===== src/hdl/msplit_pkg.sv =====
package msplit_pkg;

    // Operation codes carried on the input channel
    localparam logic [1:0] OP_CLEAR  = 2'd0;
    localparam logic [1:0] OP_INSERT = 2'd1;
    localparam logic [1:0] OP_LOOKUP = 2'd2;

    // Configuration register indexes
    localparam logic CFG_FULL_SPAN   = 1'b0;
    localparam logic CFG_FLOOR_VALUE = 1'b1;

    // Field widths and span limits
    localparam int VALUE_W  = 7;
    localparam int SPAN_N   = 128;
    localparam logic [VALUE_W-1:0] SPAN_TOP = 7'd127;

    // Default map size
    localparam int NUM_VALUES_DEF = 128;

    // Reset values of the configuration registers
    localparam logic FULL_SPAN_RST   = 1'b1;
    localparam logic FLOOR_VALUE_RST = 1'b0;

    // Command from the front end to the presence map
    typedef struct packed {
        logic               clear;
        logic               set;
        logic [VALUE_W-1:0] idx;
    } t_map_cmd;

    // One lookup result
    typedef struct packed {
        logic               found;
        logic [VALUE_W-1:0] zone_low;
        logic [VALUE_W-1:0] zone_high;
    } t_zone_res;

endpackage


===== src/hdl/msplit_map.sv =====
module msplit_map #(
    parameter int MAP_BITS = msplit_pkg::SPAN_N
) (
    input  logic                 i_clk,
    input  logic                 i_rst_n,
    input  msplit_pkg::t_map_cmd i_cmd,
    output logic [MAP_BITS-1:0]  o_map
);

    logic [MAP_BITS-1:0] r_map;
    logic [MAP_BITS-1:0] n_map;

    // Clear empties the set; insert sets one bit, values past the map are dropped
    always_comb begin
        n_map = r_map;
        if (i_cmd.clear) begin
            n_map = '0;
        end else if (i_cmd.set) begin
            for (int i = 0; i < MAP_BITS; i++) begin
                if (i_cmd.idx == msplit_pkg::VALUE_W'(i)) begin
                    n_map[i] = 1'b1;
                end
            end
        end
    end

    always_ff @(posedge i_clk) begin
        if (!i_rst_n) begin
            r_map <= '0;
        end else begin
            r_map <= n_map;
        end
    end

    assign o_map = r_map;

endmodule


===== src/hdl/msplit_zone.sv =====
module msplit_zone (
    input  logic [msplit_pkg::SPAN_N-1:0]  i_map,
    input  logic [msplit_pkg::VALUE_W-1:0] i_value,
    input  logic                           i_full_span,
    input  logic                           i_floor_value,
    output msplit_pkg::t_zone_res          o_res
);

    localparam int W = msplit_pkg::VALUE_W;
    localparam int N = msplit_pkg::SPAN_N;

    logic [N-1:0] below_mask;
    logic [N-1:0] above_mask;
    logic [N-1:0] below;
    logic [N-1:0] above;
    logic         has_prev;
    logic         has_next;
    logic [W-1:0] prev;
    logic [W-1:0] next;
    logic [W:0]   lo_raw;
    logic [W:0]   hi_raw;
    logic [W:0]   floor_ext;
    logic [W:0]   lo_clamp;
    logic [W:0]   hi_clamp;
    logic         found;

    // Anchors strictly below and strictly above the value
    assign below_mask = (N'(1) << i_value) - N'(1);
    assign above_mask = ({N{1'b1}} << i_value) << 1;
    assign below      = i_map & below_mask;
    assign above      = i_map & above_mask;
    assign has_prev   = |below;
    assign has_next   = |above;
    assign found      = i_map[i_value];

    // Nearest lower anchor: highest set bit below the value
    always_comb begin
        prev = '0;
        for (int i = 0; i < N; i++) begin
            if (below[i]) begin
                prev = W'(i);
            end
        end
    end

    // Nearest higher anchor: lowest set bit above the value
    always_comb begin
        next = '0;
        for (int i = N - 1; i >= 0; i--) begin
            if (above[i]) begin
                next = W'(i);
            end
        end
    end

    // Raw edges from floor midpoints (the lower edge one past its midpoint), or the end rules
    assign floor_ext = {{W{1'b0}}, i_floor_value};

    always_comb begin
        if (has_prev) begin
            lo_raw = ((({1'b0, prev}) + ({1'b0, i_value})) >> 1) + (W+1)'(1);
        end else if (i_full_span) begin
            lo_raw = floor_ext;
        end else begin
            lo_raw = {1'b0, i_value};
        end

        if (has_next) begin
            hi_raw = (({1'b0, i_value}) + ({1'b0, next})) >> 1;
        end else if (i_full_span) begin
            hi_raw = {1'b0, msplit_pkg::SPAN_TOP};
        end else begin
            hi_raw = {1'b0, i_value};
        end
    end

    // Clamp to [floor, top]
    always_comb begin
        priority if (lo_raw < floor_ext) begin
            lo_clamp = floor_ext;
        end else if (lo_raw > {1'b0, msplit_pkg::SPAN_TOP}) begin
            lo_clamp = {1'b0, msplit_pkg::SPAN_TOP};
        end else begin
            lo_clamp = lo_raw;
        end

        priority if (hi_raw < floor_ext) begin
            hi_clamp = floor_ext;
        end else if (hi_raw > {1'b0, msplit_pkg::SPAN_TOP}) begin
            hi_clamp = {1'b0, msplit_pkg::SPAN_TOP};
        end else begin
            hi_clamp = hi_raw;
        end
    end

    // Order the edges; absent values report zeros
    always_comb begin
        o_res.found = found;
        if (!found) begin
            o_res.zone_low  = '0;
            o_res.zone_high = '0;
        end else if (lo_clamp > hi_clamp) begin
            o_res.zone_low  = hi_clamp[W-1:0];
            o_res.zone_high = lo_clamp[W-1:0];
        end else begin
            o_res.zone_low  = lo_clamp[W-1:0];
            o_res.zone_high = hi_clamp[W-1:0];
        end
    end

endmodule


===== src/hdl/midpoint_range_splitter_top.sv =====
// Channel   Direction  Handshake               Payload
// in        input      i_in_valid / o_in_stall  i_opcode, i_value
// out       output     o_out_valid / i_out_stall o_found, o_zone_low, o_zone_high
// cfg       input      i_cfg_valid / o_cfg_ready i_cfg_index, i_cfg_data
//
// One item per cycle while o_in_stall is low. A lookup waits in the input register while the
// encoders find its neighbors, then loads the result register once the result channel can
// take it, and transfers out from there.
// Clear and insert update the map at their transfer edge; they produce no result.
// Reset (synchronous, active low) empties the map, sets full_span=1, floor_value=0.
// Input stalls only while a lookup waits behind a stalled result.
module midpoint_range_splitter_top #(
    parameter int NUM_VALUES = msplit_pkg::NUM_VALUES_DEF
) (
    input  logic                           i_clk,
    input  logic                           i_rst_n,
    // input channel
    input  logic                           i_in_valid,
    output logic                           o_in_stall,
    input  logic [1:0]                     i_opcode,
    input  logic [msplit_pkg::VALUE_W-1:0] i_value,
    // result channel
    output logic                           o_out_valid,
    input  logic                           i_out_stall,
    output logic                           o_found,
    output logic [msplit_pkg::VALUE_W-1:0] o_zone_low,
    output logic [msplit_pkg::VALUE_W-1:0] o_zone_high,
    // configuration channel
    input  logic                           i_cfg_valid,
    output logic                           o_cfg_ready,
    input  logic                           i_cfg_index,
    input  logic                           i_cfg_data
);

    localparam int W        = msplit_pkg::VALUE_W;
    localparam int N        = msplit_pkg::SPAN_N;
    localparam int MAP_BITS = (NUM_VALUES < N) ? NUM_VALUES : N;

    logic                  r_full_span;
    logic                  r_floor_value;
    logic                  r_s1_valid;
    logic [W-1:0]          r_s1_value;
    logic                  r_out_valid;
    msplit_pkg::t_zone_res r_out;

    logic                  in_xfer;
    logic                  s1_advance;
    logic                  cfg_xfer;
    msplit_pkg::t_map_cmd  map_cmd;
    logic [MAP_BITS-1:0]   map_bits;
    logic [N-1:0]          map_full;
    msplit_pkg::t_zone_res zone_res;

    // Handshakes
    assign s1_advance  = !r_out_valid || !i_out_stall;
    assign o_in_stall  = r_s1_valid && !s1_advance;
    assign in_xfer     = i_in_valid && !o_in_stall;
    assign o_cfg_ready = 1'b1;
    assign cfg_xfer    = i_cfg_valid && o_cfg_ready;

    // Map commands take effect at the transfer edge
    always_comb begin
        map_cmd.clear = in_xfer && (i_opcode == msplit_pkg::OP_CLEAR);
        map_cmd.set   = in_xfer && (i_opcode == msplit_pkg::OP_INSERT);
        map_cmd.idx   = i_value;
    end

    msplit_map #(
        .MAP_BITS (MAP_BITS)
    ) u_map (
        .i_clk   (i_clk),
        .i_rst_n (i_rst_n),
        .i_cmd   (map_cmd),
        .o_map   (map_bits)
    );

    // Bits past the map read as absent
    assign map_full = N'(map_bits);

    msplit_zone u_zone (
        .i_map         (map_full),
        .i_value       (r_s1_value),
        .i_full_span   (r_full_span),
        .i_floor_value (r_floor_value),
        .o_res         (zone_res)
    );

    // Configuration registers
    always_ff @(posedge i_clk) begin
        if (!i_rst_n) begin
            r_full_span   <= msplit_pkg::FULL_SPAN_RST;
            r_floor_value <= msplit_pkg::FLOOR_VALUE_RST;
        end else if (cfg_xfer) begin
            unique case (i_cfg_index)
                msplit_pkg::CFG_FULL_SPAN:   r_full_span   <= i_cfg_data;
                msplit_pkg::CFG_FLOOR_VALUE: r_floor_value <= i_cfg_data;
                default: ;
            endcase
        end
    end

    // Input register: holds a pending lookup
    always_ff @(posedge i_clk) begin
        if (!i_rst_n) begin
            r_s1_valid <= 1'b0;
        end else begin
            if (s1_advance || !r_s1_valid) begin
                r_s1_valid <= in_xfer && (i_opcode == msplit_pkg::OP_LOOKUP);
            end
        end
    end

    always_ff @(posedge i_clk) begin
        if (in_xfer && (i_opcode == msplit_pkg::OP_LOOKUP)) begin
            r_s1_value <= i_value;
        end
    end

    // Result register
    always_ff @(posedge i_clk) begin
        if (!i_rst_n) begin
            r_out_valid <= 1'b0;
        end else if (s1_advance) begin
            r_out_valid <= r_s1_valid;
        end
    end

    always_ff @(posedge i_clk) begin
        if (s1_advance && r_s1_valid) begin
            r_out <= zone_res;
        end
    end

    assign o_out_valid = r_out_valid;
    assign o_found     = r_out.found;
    assign o_zone_low  = r_out.zone_low;
    assign o_zone_high = r_out.zone_high;

endmodule

===== config.mk =====
export PLATFORM = sky130hd
export DESIGN_NAME = midpoint_range_splitter_top
export DESIGN_NICKNAME = d
export VERILOG_FILES = /design/src/hdl/msplit_pkg.sv /design/src/hdl/msplit_map.sv /design/src/hdl/msplit_zone.sv /design/src/hdl/midpoint_range_splitter_top.sv
export SDC_FILE = /design/constraint.sdc
export NUM_CORES = 1
export LEC_CHECK = 0
export ABC_AREA = 0
export BUFFER_PORTS_ARGS = -buffer_cell sky130_fd_sc_hd__buf_2
export CAP_MARGIN = 10
export CORE_MARGIN = 2
export CORE_UTILIZATION = 40
export CTS_CLUSTER_SIZE = 24
export DETAILED_ROUTE_END_ITERATION = 16
export MAX_ROUTING_LAYER = met4
export PLACE_DENSITY = 0.65
export SYNTH_ARGS = -nofsm -noshare
export SYNTH_HDL_FRONTEND = slang
export SYNTH_SLANG_ARGS = --single-unit

===== constraint.sdc =====
create_clock -name i_clk -period 22.1 [get_ports i_clk]
set_input_delay 2.21 -clock i_clk [delete_from_list [all_inputs] [get_ports i_clk]]
set_output_delay 2.21 -clock i_clk [all_outputs]
set_load 0.02 [all_outputs]

* Word-level counts from Yosys, hierarchy flattened
Index checks and enable logic that the tools add are counted.
Cells by class: $add $sub $neg 4, multipliers 0, divide/modulo/power cells 0, magnitude comparators 6, equal/unequal tests 129, shift-type cells 2, muxes and demuxes 266, bitwise operators 4, reductions and logical operators 148
Operators by type and width (number):
- 7-bit two-way mux | 256
- 7-bit equality test, second input constant | 64
- 2-bit AND reduction | 130
- 128-bit bitwise AND | 2
- 128-bit OR reduction | 2
- 7-bit by 6-bit equality test with 1-bit output, second input constant | 32
- 1-bit by 7-bit left shift with 128-bit output, first input constant | 1
- 128-bit by 7-bit left shift with 127-bit output, first input constant | 1
- 128-bit by 2-bit subtractor with 128-bit output, second input constant | 1
- 7-bit by 5-bit equality test with 1-bit output, second input constant | 16
- 7-bit by 4-bit equality test with 1-bit output, second input constant | 8
- 8-bit two-way mux | 6
- 7-bit by 3-bit equality test with 1-bit output, second input constant | 4
- 7-bit by 7-bit adder with 8-bit output | 2
- 8-bit by 7-bit greater-than comparator with 1-bit output, second input constant | 2
- 8-bit by 1-bit less-than comparator with 1-bit output | 2
- 7-bit by 2-bit equality test with 1-bit output, second input constant | 2
- 14-bit two-way mux | 1
- 7-bit by 1-bit adder with 8-bit output, second input constant | 1
- 8-bit greater-than comparator | 1
- 7-bit by 8-bit less-than comparator with 1-bit output, second input constant | 1
- 1-bit binary-select mux with 7-bit select | 1
- 7-bit by 1-bit equality test with 1-bit output, second input constant | 1
- 7-bit zero test | 1
- other kinds (9) | 21
Storage, ports and cells: flip-flop bits (word level) 154, latch bits 0, bits in writable memories 0, memory bits (read-only) 0, output and inout port bits 18, memories kept 0

* Logic depth before layout (Yosys ltp)
depth in word-level cells 138, mapped depth 49, gate-level depth less buffers 44

* Modules after synthesis
From an unflattened synthesis, not the netlist that was laid out.
Second synthesis, totals: cell total of the unflattened synthesis 2184, area total of the unflattened synthesis 15980.3 sq um
By module, submodules not included:
- msplit_zone | times used 1, cells each 1750, area an instance 10874.2 sq um
- msplit_map | times used 1, cells each 388, area an instance 4222.8 sq um
- midpoint_range_splitter_top | times used 1, cells each 46, area an instance 883.3 sq um

* Least setup slack after synthesis
No wires, ideal clock.
path type register to register, from reg r_s1_value[0], to reg r_out, in the netlist o_zone_high[1] (data pin), library setup time 256 ps, data arrival time 8597 ps, path slack 13247 ps, cell stages (with the launch flop) 47, path buffers 9, path through edfxtp_1 > buf_6 > buf_4 > buf_4 > buf_2 > buf_2 > buf_2 > buf_1 > nand2_1 > ha_1 > o21ai_2 > buf_2 > a21oi_1 > o31a_1 > or4_4 > a21oi_1 > o21ai_0 > a21oi_1 > [11 not listed] > xor2_1 > and2_1 > or3b_1 > or3_4 > o311ai_2 > ha_1 > nor2b_1 > o21a_1 > o21ai_0 > nand2b_1 > a21oi_1 > nor2b_1 > o21ai_0 > inv_1 > o22ai_1 > clkbuf_1 > nand2_1 > o211a_1
Between the ends: word-level cells in the longest chain between the ends 138, elaborated cells on any way between the ends 281, those cells by class add/sub: 4; order compare: 5; shift: 2; mux: 266; bitwise: 2; reduce/logical: 2
Ends and longest elaborated chain:
- from (decl) | RTL line midpoint_range_splitter_top.sv:42 | logic [W-1:0] r_s1_value;
- from (signal assigned) | RTL line midpoint_range_splitter_top.sv:115 | r_s1_value <= i_value;
- 1-bit by 7-bit left shift with 128-bit output | RTL line msplit_zone.sv:28 | assign below_mask = (N'(1) << i_value) - N'(1);
- 128-bit by 2-bit subtractor with 128-bit output | RTL line msplit_zone.sv:28
- 128-bit bitwise AND | RTL line msplit_zone.sv:30 | assign below = i_map & below_mask;
- 1-bit two-way mux | RTL line msplit_zone.sv:40 | if (below[i]) begin
- 7-bit two-way mux (126 in a row) | RTL line msplit_zone.sv:40
- 7-bit by 7-bit adder with 8-bit output | RTL line msplit_zone.sv:61 | lo_raw = ((({1'b0, prev}) + ({1'b0, i_value})) >> 1) + (W+1)'(1);
- 7-bit by 1-bit adder with 8-bit output | RTL line msplit_zone.sv:61
- 8-bit two-way mux | RTL line msplit_zone.sv:60 | if (has_prev) begin
- 8-bit by 7-bit greater-than comparator with 1-bit output | RTL line msplit_zone.sv:81 | end else if (lo_raw > {1'b0, msplit_pkg::SPAN_TOP}) begin
- 8-bit two-way mux | RTL line msplit_zone.sv:81
- 8-bit two-way mux | RTL line msplit_zone.sv:79 | priority if (lo_raw < floor_ext) begin
- 8-bit greater-than comparator | RTL line msplit_zone.sv:102 | end else if (lo_clamp > hi_clamp) begin
- 14-bit two-way mux | RTL line msplit_zone.sv:102
- to (signal assigned) | RTL line midpoint_range_splitter_top.sv:130 | r_out <= zone_res;
- to (decl) | RTL line midpoint_range_splitter_top.sv:44 | msplit_pkg::t_zone_res r_out;
Several ways; a longest one is shown, not always the timed one. The select of a mux whose other input is x is not followed. A chain may end at the register's enable or synchronous reset.

* Worst setup path after layout
from reg r_s1_value[2], to reg r_out, in the netlist o_zone_low[0] (data pin)
The elaborated chain is that of the path after synthesis.

==> results.yml <==
synth:
  synth-async-reset-ratio_pct: 0
  postSynthNetCount: 2249
  synth_top_area_share_pct: 16.27
  ys_ff_latch: 154
  synthDominantAreaCellType: "dfxtp_1"
  synth-warning-count: 0
  synth-main-ff-cell: "dfxtp_1"
  synth-edff-count: 22
  netlist-cell-type-count: 124
  syn_area_per_cell_um2: 7.348
  post_synth_instance_area_um2: 16240
  yosysSeqAreaShare_pct: 20.34
  synth_top_cells_by_area: "dfxtp_1 16%, a21oi_1 7.9%, mux4_2 5.8%"
  syn-instance-count: 2210
floorplanning:
  die_height_um: 205.5
  initial_core_util_pct: 40.68
  core-area_um2: 39910
  die_area_um2: 42220
  fp.dieW_um: 205.5
  io_pins: 34
  rows: 73
layout:
  layout.filler_cells: 4142
  final_net_count: 2218
  area_growth_pct: 7.436
  drive_above_1_share_pct: 12.50
  seqCellArea_um2: 3303
  post-route-cell-area_um2: 17450
  finalCoreUtilization_pct: 43.71
  multi_input_comb_area_um2: 11970
detailed_routing:
  first_drt_pass_iteration_count: 10
  drt_wl_total_um: 96580
  antenna_violating_nets_post_route: 0
  drc: 0
  average_wire_per_standard_cell_um: 35.47
  average_via_count_per_standard_cell: 7.274
  drt_iter0_drc: 2919
  dr_total_vias: 19810
worst_setup_path:
  crit_path_end: "o_zone_low[0]"
  max_stage_delay_ns: 0.68
  path_class: "register to register"
  timing.critical_path.required_ns: 22.35
  cp-startpoint: "r_s1_value[2]"
  critical_path.endpoint_type: "register"
  worst-endpoint-arrival_ns: 11.59
  r2r-start: "r_s1_value[2]"
  critPathMostFrequentCell: "o21ai_0"
  critPathLaunchType: "register"
  cpMaxStageDelayCell: "o311ai_0"
  r2r_end: "o_zone_low[0]"
  worstRegToRegCells: 42
  worstPathMaxFanout: 53
  reg2reg_setup_slack_ns: 10.76
timing:
  finalSetupViolCount: 0
  layout_min_cycle_time_ns: 11.34
  unrepaired_setup_endpoints_after_global_routing: "false"
  finalClockSkew_ns: 0.01753
  worst_slew_pin_slew_ns: 1.438
  finalHoldViolations: 0
  setup_ws_ns: 10.76
  slew_headroom_pct: 2.780
  ratio_of_final_minimum_period_to_clock_period_pct: 51.32
  totalNegativeSetupSlack_ns: 0
  timing.final.max_slew_violations: 0
  maxClockFrequency_mhz: 88.17
place:
  io_buffers: 32
  place.gp.congestion: 1.122
  detailedPlacementHpwl_um: 71850
  worst_setup_slack_after_placement_ns: 11.08
  place_area_um2: 16830
run_status:
  outcome: "finished, final reports clean"
global_route:
  grt_max_degree: 105
  vias_in_the_first_global_route: 18080
  global_route_wire_length_before_repair_um: 134900
  grt.total_usage_pct: 46.85
  gr_ovfl_total: 0
  antenna_found_initial: 4
cts:
  h-tree-depth: 4
  number_of_sinks_handled_by_clock_tree_synthesis: 154
  post_cts_resized: 0
  cts_setup_buffers: 0
  clock_tree.buffer_depth: 2
  cts_hold_buf: 0
  ctsRootBufferMaster: "clkbuf_16"
  cts_made_buffers: 17
  cts_tree: "yes"
  clock_network_latency_to_the_later_pin_of_the_worst_skew_pair_ns: 0.51
  clk_pin_slew_worst_paths_ns: 0.08
run:
  cap_violations: 0
power:
  p_comb_share_pct: 21.2
  p_leak_uw: 0.006624
  netSwitchingFraction_pct: 35.94
  worst_ir_drop_vdd_mv: 0.05199
  power.clock.fraction_pct: 41.0
  netSwitchingPower_uw: 272.5
  p_per_area_nw_per_um2: 43.46
  pwr-share-seq_pct: 37.8
  internal-power_uw: 485.7
min_path:
  worstHoldPathType: "register to register"
## worst max-delay path, delay by kind of cell (launching register included)
family,cells,cell delay (ns)
AND/OR/NAND/NOR,13,2.80
multiplexers,1,0.20
buffers and inverters,3,1.10
AO/OA/AOI/OAI,21,5.30
adder cells (fa/ha/maj),3,1.09
flip-flops,1,0.33
XOR/XNOR,1,0.18
## sequential cells by signal, summed over array words and instances, names as in the netlist
| name | count |
|---|---|
| o_found | 1 |
| o_zone_high | 7 |
| o_zone_low | 7 |
| u_map.o_map | 128 |
| r_floor_value | 1 |
| r_full_span | 1 |
| r_s1_valid | 1 |
| r_s1_value | 7 |
| o_out_valid | 1 |
## worst min-delay path by stage
stage                     start               end  slack [ns]  depth (start not counted)
3_3_place_gp         r_s1_valid       o_out_valid        0.49                          2
5_1_grt        u_map.o_map[122]  u_map.o_map[122]        0.56                          2
4_1_cts        u_map.o_map[127]  u_map.o_map[127]        0.53                          2
6_report             r_s1_valid       o_out_valid        0.54                          2
3_5_place_dp    u_map.o_map[45]   u_map.o_map[45]        0.51                          2
2_1_floorplan    u_map.o_map[0]    u_map.o_map[0]        0.46                          2
## metal layers
metal	vias to the layer above	part of all wire, %	track usage [%]
met3	365	13	14.75
li1	8364	-	-
met1	9610	38	56.51
met4	0	8.6	33.81
met5	-	0	-
met2	1469	41	65.43
## cell usage after synthesis, types with 11 or more instances
| cell | count |
|---|---|
| a21oi_1 | 256 |
| a211oi_1 | 24 |
| o2111ai_1 | 11 |
| nand3_1 | 86 |
| mux4_2 | 42 |
| buf_2 | 28 |
| a22oi_1 | 14 |
| nor3_1 | 59 |
| o21bai_1 | 11 |
| nor2b_1 | 30 |
| o211ai_1 | 36 |
| xnor2_1 | 16 |
| nand4_1 | 40 |
| o31ai_1 | 17 |
| o21ai_0 | 161 |
| a21o_1 | 25 |
| dfxtp_1 | 132 |
| nor3b_1 | 12 |
| a21boi_0 | 30 |
| clkbuf_1 | 69 |
| or2_2 | 12 |
| and4_1 | 11 |
| o22ai_1 | 12 |
| nor2_1 | 238 |
| edfxtp_1 | 22 |
| nand2_1 | 241 |
| and3_1 | 22 |
| ha_1 | 21 |
| nand2b_1 | 22 |
| a31oi_1 | 34 |
| inv_1 | 51 |
| o21a_1 | 20 |
| mux2i_1 | 18 |
| buf_4 | 21 |
| nor4_1 | 21 |
| and2_1 | 27 |
| buf_6 | 22 |
## area by class of cell
cell class / count / area share (%)
sequential: 154 / 18.93
inverter: 52 / 1.119
clock inverter: 15 / 0.9826
multi-input combinational: 1852 / 68.64
clock buffer: 17 / 2.438
timing repair buffer: 102 / 4.038
tap: 525 / 3.765
antenna: 6 / 0.08606
## power by group through the flow
| stage | sequential (µW) | clock [µW] | combinational [µW] |
|---|---|---|---|
| after global routing | 287 | 323 | 164 |
| after floorplan | 293 | 0 | 96.6 |
| after global placement | 293 | 0 | 152 |
| final | 287 | 311 | 161 |
| after detailed placement | 293 | 0 | 152 |
| after CTS | 287 | 315 | 153 |
## cells by family after synthesis
family / Yosys count / synth area share, %
AO/OA/AOI/OAI: 829 / 34.22
XOR/XNOR: 22 / 1.187
adder cells (fa/ha/maj): 23 / 1.865
buffers and inverters: 204 / 6.596
flip-flops: 154 / 20.34
multiplexers: 63 / 7.143
other: 1 / 0.02309
AND/OR/NAND/NOR: 914 / 28.63
## per-stage QoR
step / hold WS [ns] / total power, µW / cells
6_report: 0.5402 / 758.1 / 2723
5_1_grt: 0.5606 / 773.5 / 2722
4_1_cts: 0.5309 / 753.8 / 2716
3_5_place_dp: 0.5118 / 445.1 / 2684
3_3_place_gp: 0.4899 / 445.1 / 2683
2_1_floorplan: 0.4551 / 389.9 / 2210
## placed cells by master (no fill, tap or decap), types with 13 or more instances in the layout
cell type    n
nor2_1     237
a22oi_1     14
nor3_1      50
buf_4       66
ha_1        21
dfxtp_1    132
nor3_2      13
inv_1       51
clkbuf_16   17
mux4_2      42
buf_2       33
edfxtp_1    22
a31oi_1     34
xnor2_1     16
nor4_1      20
nand2b_1    22
and3_1      22
a211oi_1    24
o211ai_1    36
o31ai_1     16
nand2_1    241
mux2i_1     18
and2_1      27
o21a_1      20
nand3_1     86
o21ai_0    160
a21oi_1    256
nand4_1     40
nor2b_1     24
a21boi_0    29
a21o_1      25
(Power assumes the default switching activity.)
